==> src/ita_pkg.sv <==
// ----------------------------------------------------------------------------
// ita_pkg
// Shared types, constants and helpers for the integer to ASCII digit
// converter.
// ----------------------------------------------------------------------------
package ita_pkg;

  localparam int BufferChars = 32;
  localparam int PosW        = $clog2(BufferChars);
  localparam int MaxMin      = BufferChars - 1;
  localparam int DecDigits   = 10;
  localparam int DigitW      = 4;
  localparam int BcdW        = DecDigits * DigitW;
  localparam int ValueW      = 32;
  localparam int CntW        = $clog2(ValueW);
  localparam int CharW       = 7;
  localparam int BaseW       = 16;
  localparam int MinW        = 8;

  localparam logic [BaseW-1:0] BaseDefault = 16'd0;
  localparam logic [BaseW-1:0] BaseDec     = 16'd10;
  localparam logic [BaseW-1:0] BaseHex     = 16'd16;

  localparam logic [CharW-1:0] CharZero   = 7'h30;
  localparam logic [CharW-1:0] CharNine   = 7'h39;
  localparam logic [CharW-1:0] CharUpperA = 7'h41;
  localparam logic [CharW-1:0] CharUpperF = 7'h46;

  typedef enum logic [3:0] {
    ST_IDLE = 4'b0001,
    ST_CONV = 4'b0010,
    ST_EMIT = 4'b0100,
    ST_ERR  = 4'b1000
  } state_t;

  typedef struct packed {
    logic busy;
    logic done;
  } dbl_status_t;

  function automatic logic [CharW-1:0] digit_char(input logic [DigitW-1:0] d);
    logic [CharW-1:0] dx;
    dx = {{(CharW-DigitW){1'b0}}, d};
    if (d < DigitW'(10)) begin
      return CharZero + dx;
    end else begin
      return CharUpperA + dx - CharW'(10);
    end
  endfunction

endpackage

==> src/integer_to_ascii_digits.sv <==
// ----------------------------------------------------------------------------
// integer_to_ascii_digits
// Converts a 32-bit unsigned value to upper-case ASCII digits, base 10 or 16,
// most significant first, with leading '0' padding to a minimum count.
// ----------------------------------------------------------------------------
// sequence: a hex request goes from idle straight to the digit stage, a decimal
//   one first passes through the bit-serial bcd converter; that stage steps one
//   position per cycle while out is not stalled, from max(min,10)-1 down to 0,
//   skipping leading zeros; throughput: one request at a time, a new one is taken
//   only once the last character or error result of the previous one is registered
// reset: synchronous, returns to idle and drops any pending result
module integer_to_ascii_digits import ita_pkg::*; (
  input  logic              clk,
  input  logic              rst,
  input  logic              in_valid,
  output logic              in_stall,
  input  logic [ValueW-1:0] number_value,
  input  logic [31:0]       format_word,
  output logic              out_valid,
  input  logic              out_stall,
  output logic [CharW-1:0]  char_code,
  output logic              is_last,
  output logic              bad_format
);

  state_t            state;
  logic [BcdW-1:0]   digits;
  logic [PosW-1:0]   pos;
  logic [PosW-1:0]   min_cnt;
  logic              started;

  logic [BaseW-1:0]  base;
  logic              is_dec;
  logic              is_hex;
  logic [PosW-1:0]   min_next;
  logic [PosW-1:0]   pos_next;
  logic              accept;
  logic              out_free;
  logic [DigitW-1:0] cur_digit;
  logic              emit_now;
  logic              in_range;

  dbl_status_t       dbl_st;
  logic [BcdW-1:0]   dbl_bcd;

  assign base     = format_word[31:16];
  assign is_dec   = (base == BaseDefault) || (base == BaseDec);
  assign is_hex   = (base == BaseHex);
  assign in_stall = (state != ST_IDLE);
  assign accept   = in_valid && !in_stall;
  assign out_free = !out_valid || !out_stall;

  always_comb begin
    if (format_word[MinW-1:0] > MinW'(MaxMin)) begin
      min_next = PosW'(MaxMin);
    end else begin
      min_next = format_word[PosW-1:0];
    end
    if (min_next > PosW'(DecDigits)) begin
      pos_next = min_next - PosW'(1);
    end else begin
      pos_next = PosW'(DecDigits - 1);
    end
  end

  // positions above the ten stored digits are always zero
  assign in_range  = (pos < PosW'(DecDigits));
  assign cur_digit = in_range ? digits[BcdW-1 -: DigitW] : '0;
  assign emit_now  = started || (cur_digit != '0) || (pos < min_cnt) ||
                     (pos == '0);

  ita_dbl u_dbl (
    .clk    (clk),
    .rst    (rst),
    .start  (accept && is_dec),
    .value  (number_value),
    .status (dbl_st),
    .bcd    (dbl_bcd)
  );

  always_ff @(posedge clk) begin
    if (rst) begin
      state     <= ST_IDLE;
      out_valid <= 1'b0;
      started   <= 1'b0;
    end else begin
      if (out_valid && !out_stall) begin
        out_valid <= 1'b0;
      end
      case (state)
        ST_IDLE: begin
          if (accept) begin
            started <= 1'b0;
            if (is_dec) begin
              state <= ST_CONV;
            end else if (is_hex) begin
              state <= ST_EMIT;
            end else begin
              state <= ST_ERR;
            end
          end
        end
        ST_CONV: begin
          if (dbl_st.done) begin
            state <= ST_EMIT;
          end
        end
        ST_EMIT: begin
          if (out_free) begin
            if (emit_now) begin
              out_valid <= 1'b1;
              started   <= 1'b1;
            end else begin
              out_valid <= 1'b0;
            end
            if (pos == '0) begin
              state <= ST_IDLE;
            end
          end
        end
        ST_ERR: begin
          if (out_free) begin
            out_valid <= 1'b1;
            state     <= ST_IDLE;
          end
        end
        default: begin
          state <= ST_IDLE;
        end
      endcase
    end
  end

  // payload side: digit shift register, position counter, result register
  always_ff @(posedge clk) begin
    case (state)
      ST_IDLE: begin
        if (accept) begin
          digits  <= {{(BcdW-ValueW){1'b0}}, number_value};
          pos     <= pos_next;
          min_cnt <= min_next;
        end
      end
      ST_CONV: begin
        if (dbl_st.done) begin
          digits <= dbl_bcd;
        end
      end
      ST_EMIT: begin
        if (out_free) begin
          if (in_range) begin
            digits <= {digits[BcdW-DigitW-1:0], {DigitW{1'b0}}};
          end
          if (emit_now) begin
            char_code  <= digit_char(cur_digit);
            is_last    <= (pos == '0);
            bad_format <= 1'b0;
          end
          pos <= pos - PosW'(1);
        end
      end
      ST_ERR: begin
        if (out_free) begin
          char_code  <= '0;
          is_last    <= 1'b1;
          bad_format <= 1'b1;
        end
      end
      default: begin
        pos <= '0;
      end
    endcase
  end

`ifndef SYNTHESIS
  a_err_shape: assert property (@(posedge clk) disable iff (rst)
    out_valid && bad_format |-> is_last && char_code == '0)
    else $error("error result malformed");
  a_digit_range: assert property (@(posedge clk) disable iff (rst)
    out_valid && !bad_format |->
      (char_code >= CharZero && char_code <= CharNine) ||
      (char_code >= CharUpperA && char_code <= CharUpperF))
    else $error("character outside digit set");
  a_done_in_conv: assert property (@(posedge clk) disable iff (rst)
    dbl_st.done |-> state == ST_CONV)
    else $error("conversion finished outside conversion state");
  a_one_request: assert property (@(posedge clk) disable iff (rst)
    accept |=> in_stall)
    else $error("request taken while another is in progress");
`endif

endmodule

==> src/ita_dbl.sv <==
// ----------------------------------------------------------------------------
// ita_dbl
// Bit-serial binary to BCD converter: shift-and-add-three, one value bit per
// cycle, most significant bit first.
// ----------------------------------------------------------------------------
module ita_dbl import ita_pkg::*; (
  input  logic              clk,
  input  logic              rst,
  input  logic              start,
  input  logic [ValueW-1:0] value,
  output dbl_status_t       status,
  output logic [BcdW-1:0]   bcd
);

  logic [ValueW-1:0] sh;
  logic [CntW-1:0]   cnt;
  logic              busy;
  logic              done;
  logic [BcdW-1:0]   adj;

  // each bcd digit gets +3 when 5 or more, ahead of the shift
  always_comb begin
    for (int k = 0; k < DecDigits; k++) begin
      if (bcd[k*DigitW +: DigitW] >= DigitW'(5)) begin
        adj[k*DigitW +: DigitW] = bcd[k*DigitW +: DigitW] + DigitW'(3);
      end else begin
        adj[k*DigitW +: DigitW] = bcd[k*DigitW +: DigitW];
      end
    end
  end

  always_ff @(posedge clk) begin
    if (rst) begin
      busy <= 1'b0;
      done <= 1'b0;
      cnt  <= '0;
    end else begin
      done <= 1'b0;
      if (start) begin
        busy <= 1'b1;
        cnt  <= '0;
      end else if (busy) begin
        cnt <= cnt + CntW'(1);
        if (cnt == CntW'(ValueW - 1)) begin
          busy <= 1'b0;
          done <= 1'b1;
        end
      end
    end
  end

  always_ff @(posedge clk) begin
    if (start) begin
      sh  <= value;
      bcd <= '0;
    end else if (busy) begin
      bcd <= {adj[BcdW-2:0], sh[ValueW-1]};
      sh  <= {sh[ValueW-2:0], 1'b0};
    end
  end

  assign status.busy = busy;
  assign status.done = done;

`ifndef SYNTHESIS
  a_done_after_busy: assert property (@(posedge clk) disable iff (rst)
    done |-> !busy && $past(busy))
    else $error("conversion done without a running conversion");
  a_start_busy: assert property (@(posedge clk) disable iff (rst)
    start |=> busy && cnt == '0)
    else $error("start did not launch a conversion");
  a_busy_clears_done: assert property (@(posedge clk) disable iff (rst)
    busy |-> !done)
    else $error("done raised while converting");
`endif

endmodule

==> config.mk <==
export PLATFORM = sky130hd
export DESIGN_NAME = integer_to_ascii_digits
export DESIGN_NICKNAME = d
export VERILOG_FILES = /design/src/ita_pkg.sv /design/src/integer_to_ascii_digits.sv /design/src/ita_dbl.sv
export SDC_FILE = /design/constraint.sdc
export NUM_CORES = 1
export LEC_CHECK = 0
export ABC_AREA = 1
export BUFFER_PORTS_ARGS = -buffer_cell sky130_fd_sc_hd__buf_2
export CORE_ASPECT_RATIO = 1.75
export CORE_UTILIZATION = 45
export DETAILED_ROUTE_END_ITERATION = 12
export GPL_TIMING_DRIVEN = 0
export HOLD_SLACK_MARGIN = 0.02
export PLACE_DENSITY = 0.69
export SETUP_SLACK_MARGIN = 0.02
export SLEW_MARGIN = 40
export SYNTH_ARGS = -nofsm -noshare
export SYNTH_HDL_FRONTEND = slang
export SYNTH_SLANG_ARGS = --single-unit
==> constraint.sdc <==
create_clock -name clk -period 4.7 [get_ports clk]
set_input_delay 1.175 -clock clk [delete_from_list [all_inputs] [get_ports clk]]
set_output_delay 1.175 -clock clk [all_outputs]
set_load 0.005 [all_outputs]
==> qor.txt, run 1 <==
Status -> completed
Sink Count -> 144
Largest family of logic cells by synthesized area -> simple AND/OR/NAND/NOR gates
Gate count of the mapped netlist -> 861
Post-CTS setup buffers -> 0
Chip width -> 98.7 um
Max Freq -> 383 MHz
IO buf count -> 70
Worst Path Arrival -> 2.67 ns
FILL cells -> 1518
Final non-filler cell total -> 1156
Slew headroom -> 48.8%
CP Capture Type -> flip-flop
Die area -> 16900 um2
Vias -> 6222
Worst-case clock buffer depth -> 2
Die Height -> 171 um
Pin count of the biggest net entering global routing -> 39
Nets -> 1051
Worst Path Max Fanout -> 38
Family with the most delay on the worst path -> simple AND/OR/NAND/NOR gates
Endpoints failing setup -> 0
CP Class -> in -> reg
Register area -> 3790 um2
Share of cells above drive strength 1 -> 13.9%
Yosys top cell area share -> 37.1%
Final period utilization -> 55.6%
Worst-skew pair later-pin latency -> 0.43 ns
Worst path cell trace -> buf_2 > nor2_1 > nand2_1 > nor2_2 > nand2_1 > nor2_2 > nand2_2 > buf_6 > nand2_4
CTS clock-pin slew for the worst setup and hold paths -> 0.06 ns
CTS Buf Count -> 17
Sequential area share after synthesis -> 51.5%
RSZ-0062 raised after global routing -> no
Worst VDD drop -> 0.000284 V
Hold EP -> started
Startpoint types -> primary input
Tmin final -> 2.61 ns
EDFF count, synth -> 91
XOR/XNOR Fraction of Synth Area -> 1.78%
Hold depth -> 2
Post-synthesis cell area -> 7360 um2
Critical path buffer and inverter count -> 2
Syn nets -> 958
Vias in the first global route -> 6012
Post-synthesis compound-gate area fraction -> 15.3%
Fin. max-slew vios -> 0
Synth warn -> 0
Main synth FF type -> edfxtp_1
Critical path's largest stage delay -> 0.40 ns
Diodes inserted -> 0
Final Hold Vio Count -> 0
GRT Overall Usage -> 23.9%
Req. time, crit path -> 4.76 ns
First-pass GRT wire length -> 30100 um
Reg-to-Reg End -> char_code[6]
Fin worst setup slack -> 2.09 ns
Cell Rows -> 61
GR Overflow Total -> 0
Setup TNS -> 0 ns
CTS Hold Bufs -> 0
Slew at the pin with the worst max-slew slack -> 0.762 ns
Most common cell after layout, fill and taps aside -> nand2_1
Reg2Reg Launch Point -> pos[2]
Initial antenna violation count -> 0
Commonest non-fill, non-tap cells in the layout -> nand2_1 (204), inv_1 (144), o21ai_0 (103), edfxtp_1 (91), buf_2 (77)
Worst hold start -> started
Number of vias per cell -> 5.38
Initial core utilization -> 46.2%
Unique masters post-synth -> 32
Cell taking the most area after synthesis -> edfxtp_1
Yosys reg bits -> 144
WL per Instance -> 16.4 um
Avg Synthesized Cell Area -> 8.55 um2
Reg2Reg Depth -> 12
Routability cong. -> 0.916
DRC -> 0
CTS root buffer -> clkbuf_16
Multi-input gate area -> 2880 um2
Post-synthesis adder-cell area fraction -> 4.93%
Antenna Nets Post-Route -> 0
CTS tree -> done
Cell Pwr Density -> 472 nW/um2
Slowest cell on crit path -> nand2_4
Worst reg2reg setup slack -> 2.17 ns
# placed instances -> 1124
Pre-CTS setup slack -> 1.62 ns
IO Count -> 79
Fraction of registers with async set/reset -> 0%
Area contributors post-synth -> edfxtp_1 (37%), dfxtp_1 (14%), nand2_1 (10%)
Final Skew -> 0.00901 ns
Routed WL -> 19000 um
Core Footprint -> 16000 um2
DR pass1 iterations -> 5
Final Power -> 4.07 mW
H-tree levels -> 4
Simple-gate share of the synthesized area -> 16.8%
Layout Area Growth over Synthesis -> 17.1%
Max Cap Viol -> 0
Mux contribution to synthesized area -> 0%
Worst Hold Class -> reg -> reg
Leakage -> 3.84 nW
Post-CTS sizing -> 0
DR iter-0 viols -> 427
Hpwl dp -> 13700 um
[cells by family after synthesis]
| kind of cell | after synthesis |
|---|---|
| and+or+nand+nor | 305 |
| AOI/OAI and AO/OA | 190 |
| buffers and inverters | 178 |
| DFF | 144 |
| adders and majority gates | 29 |
| xor gates and xnor gates | 15 |
[cell usage after synthesis, types with 2 or more instances]
cell,number
nand2_1,204
inv_1,144
o21ai_0,103
edfxtp_1,91
dfxtp_1,53
nor2_1,53
a21oi_1,33
ha_1,29
nand3_1,29
o221ai_1,28
clkbuf_1,18
xor2_1,15
o211ai_1,10
buf_2,7
o22ai_1,6
buf_6,4
nand4_1,4
nor2_2,4
nor3_1,4
o21ai_2,4
a21oi_2,3
nand2_2,3
buf_1,2
inv_2,2
[routing by layer]
metal	vias up	track usage, %	wire length, um
met1	2898	25.0	6960
met2	215	43.9	10000
met5	-	0	0
met3	63	4.23	963
met4	0	15.4	1010
li1	3046	-	-
[cell type report]
type / instances / share of cell area [%]
flip-flops and latches: 144 / 44.0
multi-input cells: 539 / 33.4
inverters: 147 / 6.40
clock buffers: 22 / 5.38
repair buffers: 74 / 4.45
well taps: 189 / 2.74
clock inverters: 10 / 1.84
plain buffers: 31 / 1.80
[report_power, final]
group	total [mW]	internal, mW	switching, mW	leakage [nW]
registers	1.82	1.70	0.121	1.28
clock network	1.44	0.914	0.523	0.302
logic	0.810	0.266	0.544	2.26
[sequential cells by signal (all words and copies together) (netlist names), 4 cells and up]
name,cells
digits,40
min_cnt,5
u_dbl.cnt,5
char_code,7
u_dbl.sh,32
u_dbl.bcd,40
pos,5
state,4
[worst min-delay path, cell delays in order (launching register included)]
cell,delay (ns)
dfxtp_1,0.31
inv_1,0.05
a21oi_1,0.05
[through the flow]
| step | instance area [um2] | util [%] | hold slack, ns |
|---|---|---|---|
| floorplan | 7370 | - | 0.428 |
| global placement | 7950 | 49.9 | 0.442 |
| detailed placement | 8000 | 50.2 | 0.449 |
| CTS | 8620 | 54.1 | 0.458 |
| global route | 8620 | 54.1 | 0.466 |
| finish | 8620 | 54.1 | 0.455 |
[worst max path at each step]
stage          cells after the start  slack, ns            start           end
2_1_floorplan                      5       1.12        out_stall     digits[0]
3_3_place_gp                       6       0.12        out_stall    digits[17]
6_report                           9       2.09  format_word[29]  u_dbl.sh[12]
3_5_place_dp                       9       1.62  format_word[29]  u_dbl.sh[22]
4_1_cts                            9       2.06  format_word[29]  u_dbl.sh[13]
5_1_grt                            9       1.93  format_word[27]  u_dbl.sh[12]
(Power assumes the default switching activity.)
==> run 2, diff against run 1 <==
==> constraint.sdc (replaced) <==
create_clock -name clk -period 2.3 [get_ports clk]
set_input_delay 0.575 -clock clk [delete_from_list [all_inputs] [get_ports clk]]
set_output_delay 0.575 -clock clk [all_outputs]
set_load 0.005 [all_outputs]
==> qor.txt, run 2 (synthesized netlist as in run 1, its figures left out) <==
Worst-case clock buffer depth -> 2
DR iter-0 viols -> 391
CP Class -> reg -> reg
Status -> completed
CP Capture Type -> flip-flop
Slew at the pin with the worst max-slew slack -> 0.898 ns
Initial core utilization -> 46.2%
Leakage -> 3.85 nW
Final Skew -> 0.00765 ns
FILL cells -> 1474
Worst Path Arrival -> 2.28 ns
First-pass GRT wire length -> 29900 um
Die area -> 16900 um2
Worst hold start -> rst
CTS root buffer -> clkbuf_16
Die Height -> 171 um
Tmin final -> 2.16 ns
Diodes inserted -> 0
Hold EP -> u_dbl.busy
Commonest non-fill, non-tap cells in the layout -> nand2_1 (197), inv_1 (141), o21ai_0 (102), edfxtp_1 (91), buf_2 (77)
Metal2 WL -> 10200 um
Reg2Reg Launch Point -> pos[2]
Worst Path Max Fanout -> 5
CTS Buf Count -> 17
Vias in the first global route -> 6155
# placed instances -> 1123
DRT met1 WL -> 7200 um
Worst path depth -> 12
Nets -> 1053
CTS clock-pin slew for the worst setup and hold paths -> 0.06 ns
Max Cap Viol -> 0
Req. time, crit path -> 2.41 ns
Routed WL -> 19100 um
Setup TNS -> 0 ns
Critical path buffer and inverter count -> 3
Family with the most delay on the worst path -> simple AND/OR/NAND/NOR gates
Hold_ws -> 0.393 ns
Pin count of the biggest net entering global routing -> 39
Largest registers -> digits (40), u_dbl.bcd (40), u_dbl.sh (32)
DRC -> 0
Endpoints failing setup -> 0
Layout Area Growth over Synthesis -> 18.5%
WL per Instance -> 16.5 um
DR pass1 iterations -> 5
Worst-skew pair later-pin latency -> 0.42 ns
Met3 WL -> 745 um
Hold depth -> 2
Top Metal Used -> met4
Most common cell after layout, fill and taps aside -> nand2_1
H-tree levels -> 4
Worst VDD drop -> 0.000571 V
Slew headroom -> 40.2%
CTS Hold Bufs -> 0
RSZ-0062 raised after global routing -> no
IO buf count -> 70
Cell Rows -> 61
Initial antenna violation count -> 0
Startpoint types -> flip-flop
Core Footprint -> 16000 um2
Routability cong. -> 0.876
Antenna Nets Post-Route -> 0
Worst Hold Class -> in -> reg
Max Freq -> 462 MHz
GRT Overall Usage -> 23.5%
IO Count -> 79
Sink Count -> 144
CTS tree -> done
Final Hold Vio Count -> 0
Chip width -> 98.7 um
Critical path's largest stage delay -> 0.44 ns
Hpwl dp -> 13500 um
Reg-to-Reg End -> char_code[4]
Worst reg2reg setup slack -> 0.14 ns
Number of vias per cell -> 5.40
Final non-filler cell total -> 1158
Worst path cell trace -> inv_2 > nand2_2 > a21oi_4 > nand2_2 > ha_1 > inv_1 > nor2_1 > nand2_1 > inv_1 > nand4_1 > nor2_1 > nor2_2
Cell Pwr Density -> 960 nW/um2
Slowest cell on crit path -> edfxtp_1
Fin. max-slew vios -> 0
Reg2Reg Depth -> 12
Share of cells above drive strength 1 -> 15.9%
Vias -> 6258
Final period utilization -> 94.0%
GR Overflow Total -> 0
[run 2: changes by cell type in the layout (fill, tap and decap cells not counted), moves of 2 or more]
cell,before,now
clkinvlp_4,1,4
nor2_4,1,3
inv_1,144,141
nor2_1,53,51
clkbuf_1,21,19
nand2_8,0,2
nand2_2,2,8
nand2_1,204,197
inv_4,0,2
[run 2: cell type report]
cell class                      count  area [um2]  share of cell area (%)
Multi-Input combinational cell    540        2950                    33.8
Tap cell                          189         236                    2.71
Sequential cell                   144        3790                    43.5
Clock buffer                       20         468                    5.36
Timing Repair Buffer               75         399                    4.57
Inverter                          147         557                    6.38
Clock inverter                     12         156                    1.79
Buffer                             31         163                    1.86
[run 2: worst max-delay path by stage]
stage,from,end,slack [ns]
floorplan,out_stall,digits[0],-0.01
global placement,out_stall,digits[20],-0.62
detailed placement,pos[2],char_code[6],-0.25
CTS,state[3],u_dbl.sh[6],0.03
global route,pos[2],char_code[4],0.002
finish,pos[2],char_code[4],0.14
[run 2: repair_timing]
item                       in CTS  in global routing
gates cloned                    0                  1
resized for setup               2                  3
setup buffers                   1                  1
setup endpoints to repair      16                 47
pin swaps                       1                  2
[run 2: stage by stage]
stage               utilization, %  cell area [um2]  power [mW]  setup slack (ns)
floorplan                        -             7430        4.85           -0.0140
global placement              50.3             8020        5.31            -0.622
detailed placement            50.5             8060        5.44            -0.249
CTS                           54.5             8700        8.36            0.0322
global route                  54.7             8730        8.74           0.00245
finish                        54.7             8730        8.38             0.137
[run 2: per-layer routing]
| layer | global-route usage [%] | vias up |
|---|---|---|
| met5 | 0 | - |
| met4 | 14.5 | 0 |
| met3 | 3.82 | 61 |
| met2 | 44.6 | 201 |
| met1 | 23.8 | 2954 |
| li1 | - | 3042 |
[run 2: where the power goes]
part / total [mW] / internal, mW / leakage (nW) / switching [mW]
logic: 1.75 / 0.603 / 2.28 / 1.14
registers: 3.72 / 3.47 / 1.28 / 0.253
clock network: 2.91 / 1.80 / 0.294 / 1.11
total: 8.38 / 5.87 / 3.85 / 2.50
[run 2: worst register-to-register path: cells and delay by family, from the launching register on]
kind            cells  cell delay [ns]
simple gates        7             0.77
flops               1             0.44
compound gates      1             0.23
buf+inv             3             0.21
fa+ha+maj           1             0.20
==> run 3, diff against run 2 <==
--- a/config.mk
+++ b/config.mk
@@ -17,4 +17,5 @@
 export SLEW_MARGIN = 40
 export SYNTH_ARGS = -nofsm -noshare
 export SYNTH_HDL_FRONTEND = slang
+export SYNTH_HIERARCHICAL = 1
 export SYNTH_SLANG_ARGS = --single-unit
==> qor.txt, run 3 <==
Status -> completed
Worst-case clock buffer depth -> 2
Diodes inserted -> 0
Layout Area Growth over Synthesis -> 18.3%
Most common cell after layout, fill and taps aside -> nand2_1
Max Freq -> 459 MHz
Initial antenna violation count -> 0
Avg Synthesized Cell Area -> 8.20 um2
Leakage -> 4.13 nW
Final period utilization -> 94.8%
Reg2Reg Launch Point -> state[2]
H-tree levels -> 4
Vias in the first global route -> 6238
CTS root buffer -> clkbuf_16
Worst Path Arrival -> 2.30 ns
DR pass1 iterations -> 6
Final Util -> 55.1%
Worst VDD drop -> 0.000519 V
CTS clock-pin slew for the worst setup and hold paths -> 0.06 ns
Cell area after layout -> 8830 um2
Slew headroom -> 47.4%
Clock share of power -> 34.1%
Startpoint types -> flip-flop
Final non-filler cell total -> 1213
Die area -> 17100 um2
DRC -> 0
Reg2Reg Depth -> 9
Fin. max-slew vios -> 0
Sequential power share -> 45.7%
CP Capture Point -> digits[12]
Routed WL -> 19100 um
Hpwl dp -> 13800 um
Syn nets -> 1010
Final Hold Vio Count -> 0
CP Class -> reg -> reg
Largest registers -> digits (40), u_dbl/bcd (40), u_dbl/sh (32)
WL per Instance -> 15.8 um
Crit path from -> state[2]
Die Height -> 172 um
Commonest non-fill, non-tap cells in the layout -> nand2_1 (343), nand3_1 (101), edfxtp_1 (91), buf_2 (86), inv_1 (85)
Hold_ws -> 0.426 ns
Post-synthesis cell area -> 7460 um2
Number of vias per cell -> 5.27
CP Capture Type -> flip-flop
# placed instances -> 1173
CTS Buf Count -> 17
Vias -> 6394
Synth warn -> 6
Routability cong. -> 0.856
Net load switching power -> 2.39 mW
Gate count of the mapped netlist -> 910
Worst-skew pair later-pin latency -> 0.43 ns
Pin count of the biggest net entering global routing -> 17
Cell Pwr Density -> 914 nW/um2
Max Cap Viol -> 0
IO Count -> 79
Setup TNS -> 0 ns
Chip width -> 99.3 um
Placed Area -> 8120 um2
Tmin final -> 2.18 ns
GRT Overall Usage -> 23.2%
Worst reg2reg setup slack -> 0.12 ns
Sw frac -> 29.6%
First-pass GRT wire length -> 30100 um
IO buf count -> 70
CTS tree -> done
Nets -> 1111
Share of cells above drive strength 1 -> 16.5%
Initial core utilization -> 46.5%
Sink Count -> 144
Core Footprint -> 16000 um2
Combinational share of power -> 20.2%
DR iter-0 viols -> 470
RSZ-0062 raised after global routing -> yes
CTS Hold Bufs -> 0
Req. time, crit path -> 2.42 ns
GR Overflow Total -> 0
Worst Path Max Fanout -> 11
Cell Rows -> 61
Slew at the pin with the worst max-slew slack -> 0.784 ns
Antenna Nets Post-Route -> 0
Hold depth -> 3
Final Skew -> 0.0123 ns
Int Pwr -> 5.68 mW
Endpoints failing setup -> 0
Worst Hold Class -> in -> reg
Reg-to-Reg End -> digits[12]
==> run 3: changes by cell type in the layout (fill, tap and decap cells not counted), sizes merged, moves of 11 or more <==
| cell | delta |
|---|---|
| o211ai | -11 |
| buf | +18 |
| o221ai | -28 |
| a21oi | -20 |
| o21ai | -56 |
| a22o | +12 |
| inv | -50 |
| nand3 | +76 |
| nor2 | -12 |
| nand2 | +143 |
| clkbuf | -12 |
| xor2 | -13 |
==> run 3: layout make-up <==
class | count | area (um2)
Fill cell | 1528 | 7200
Sequential cell | 144 | 3790
Multi-Input combinational cell | 641 | 3170
Clock buffer | 23 | 478
Timing Repair Buffer | 81 | 478
Inverter | 97 | 385
Tap cell | 189 | 236
Buffer | 28 | 175
Clock inverter | 9 | 109
Timing Repair inverter | 1 | 7.51
==> run 3: what timing repair did <==
action,in CTS,in global routing
gates cloned,1,0
pin swaps,1,0
buffers inserted,5,2
endpoints found under the setup margin,93,84
resized for setup,3,5
==> run 3: worst min-delay path by stage <==
stage                               from  slack, ns           end
after floorplan             u_dbl/cnt[2]       0.42  u_dbl/cnt[2]
after global placement      u_dbl/cnt[3]       0.43  u_dbl/cnt[3]
after CTS                 format_word[4]       0.42    min_cnt[4]
after global routing      format_word[4]       0.44    min_cnt[4]
after detailed placement    u_dbl/cnt[3]       0.44  u_dbl/cnt[3]
final                     format_word[4]       0.43    min_cnt[4]
==> run 3: worst max-delay path, stage by stage, from the launching register on <==
cell	delay, ns
dfxtp_1	0.38
inv_1	0.11
nor2_2	0.17
nand2_4	0.12
nand2_1	0.10
inv_2	0.08
a211oi_4	0.31
buf_6	0.21
buf_6	0.16
buf_4	0.22
==> run 3: power groups by stage <==
stage               combinational [mW]  clock (mW)  sequential [mW]
floorplan                         1.02           0             3.66
global placement                  1.42           0             3.75
detailed placement                1.54           0             3.74
CTS                               1.57        2.77             3.69
global route                      1.79        2.88             3.73
finish                            1.63        2.75             3.69
==> run 3: per-layer routing <==
layer,track usage (%),routed length [um],share of wire [%],up-vias
met5,0,0,0,-
li1,-,-,-,3182
met1,23.8,7330,38,2966
met3,4.61,858,4.5,51
met4,12.7,801,4.2,0
met2,43.8,10100,53,195
==> run 3: stage by stage <==
stage	total power [mW]	setup slack (ns)
3_3_place_gp	5.17	-0.848
6_report	8.07	0.120
2_1_floorplan	4.68	-0.0822
5_1_grt	8.40	-0.0251
4_1_cts	8.03	0.0217
3_5_place_dp	5.27	-0.512
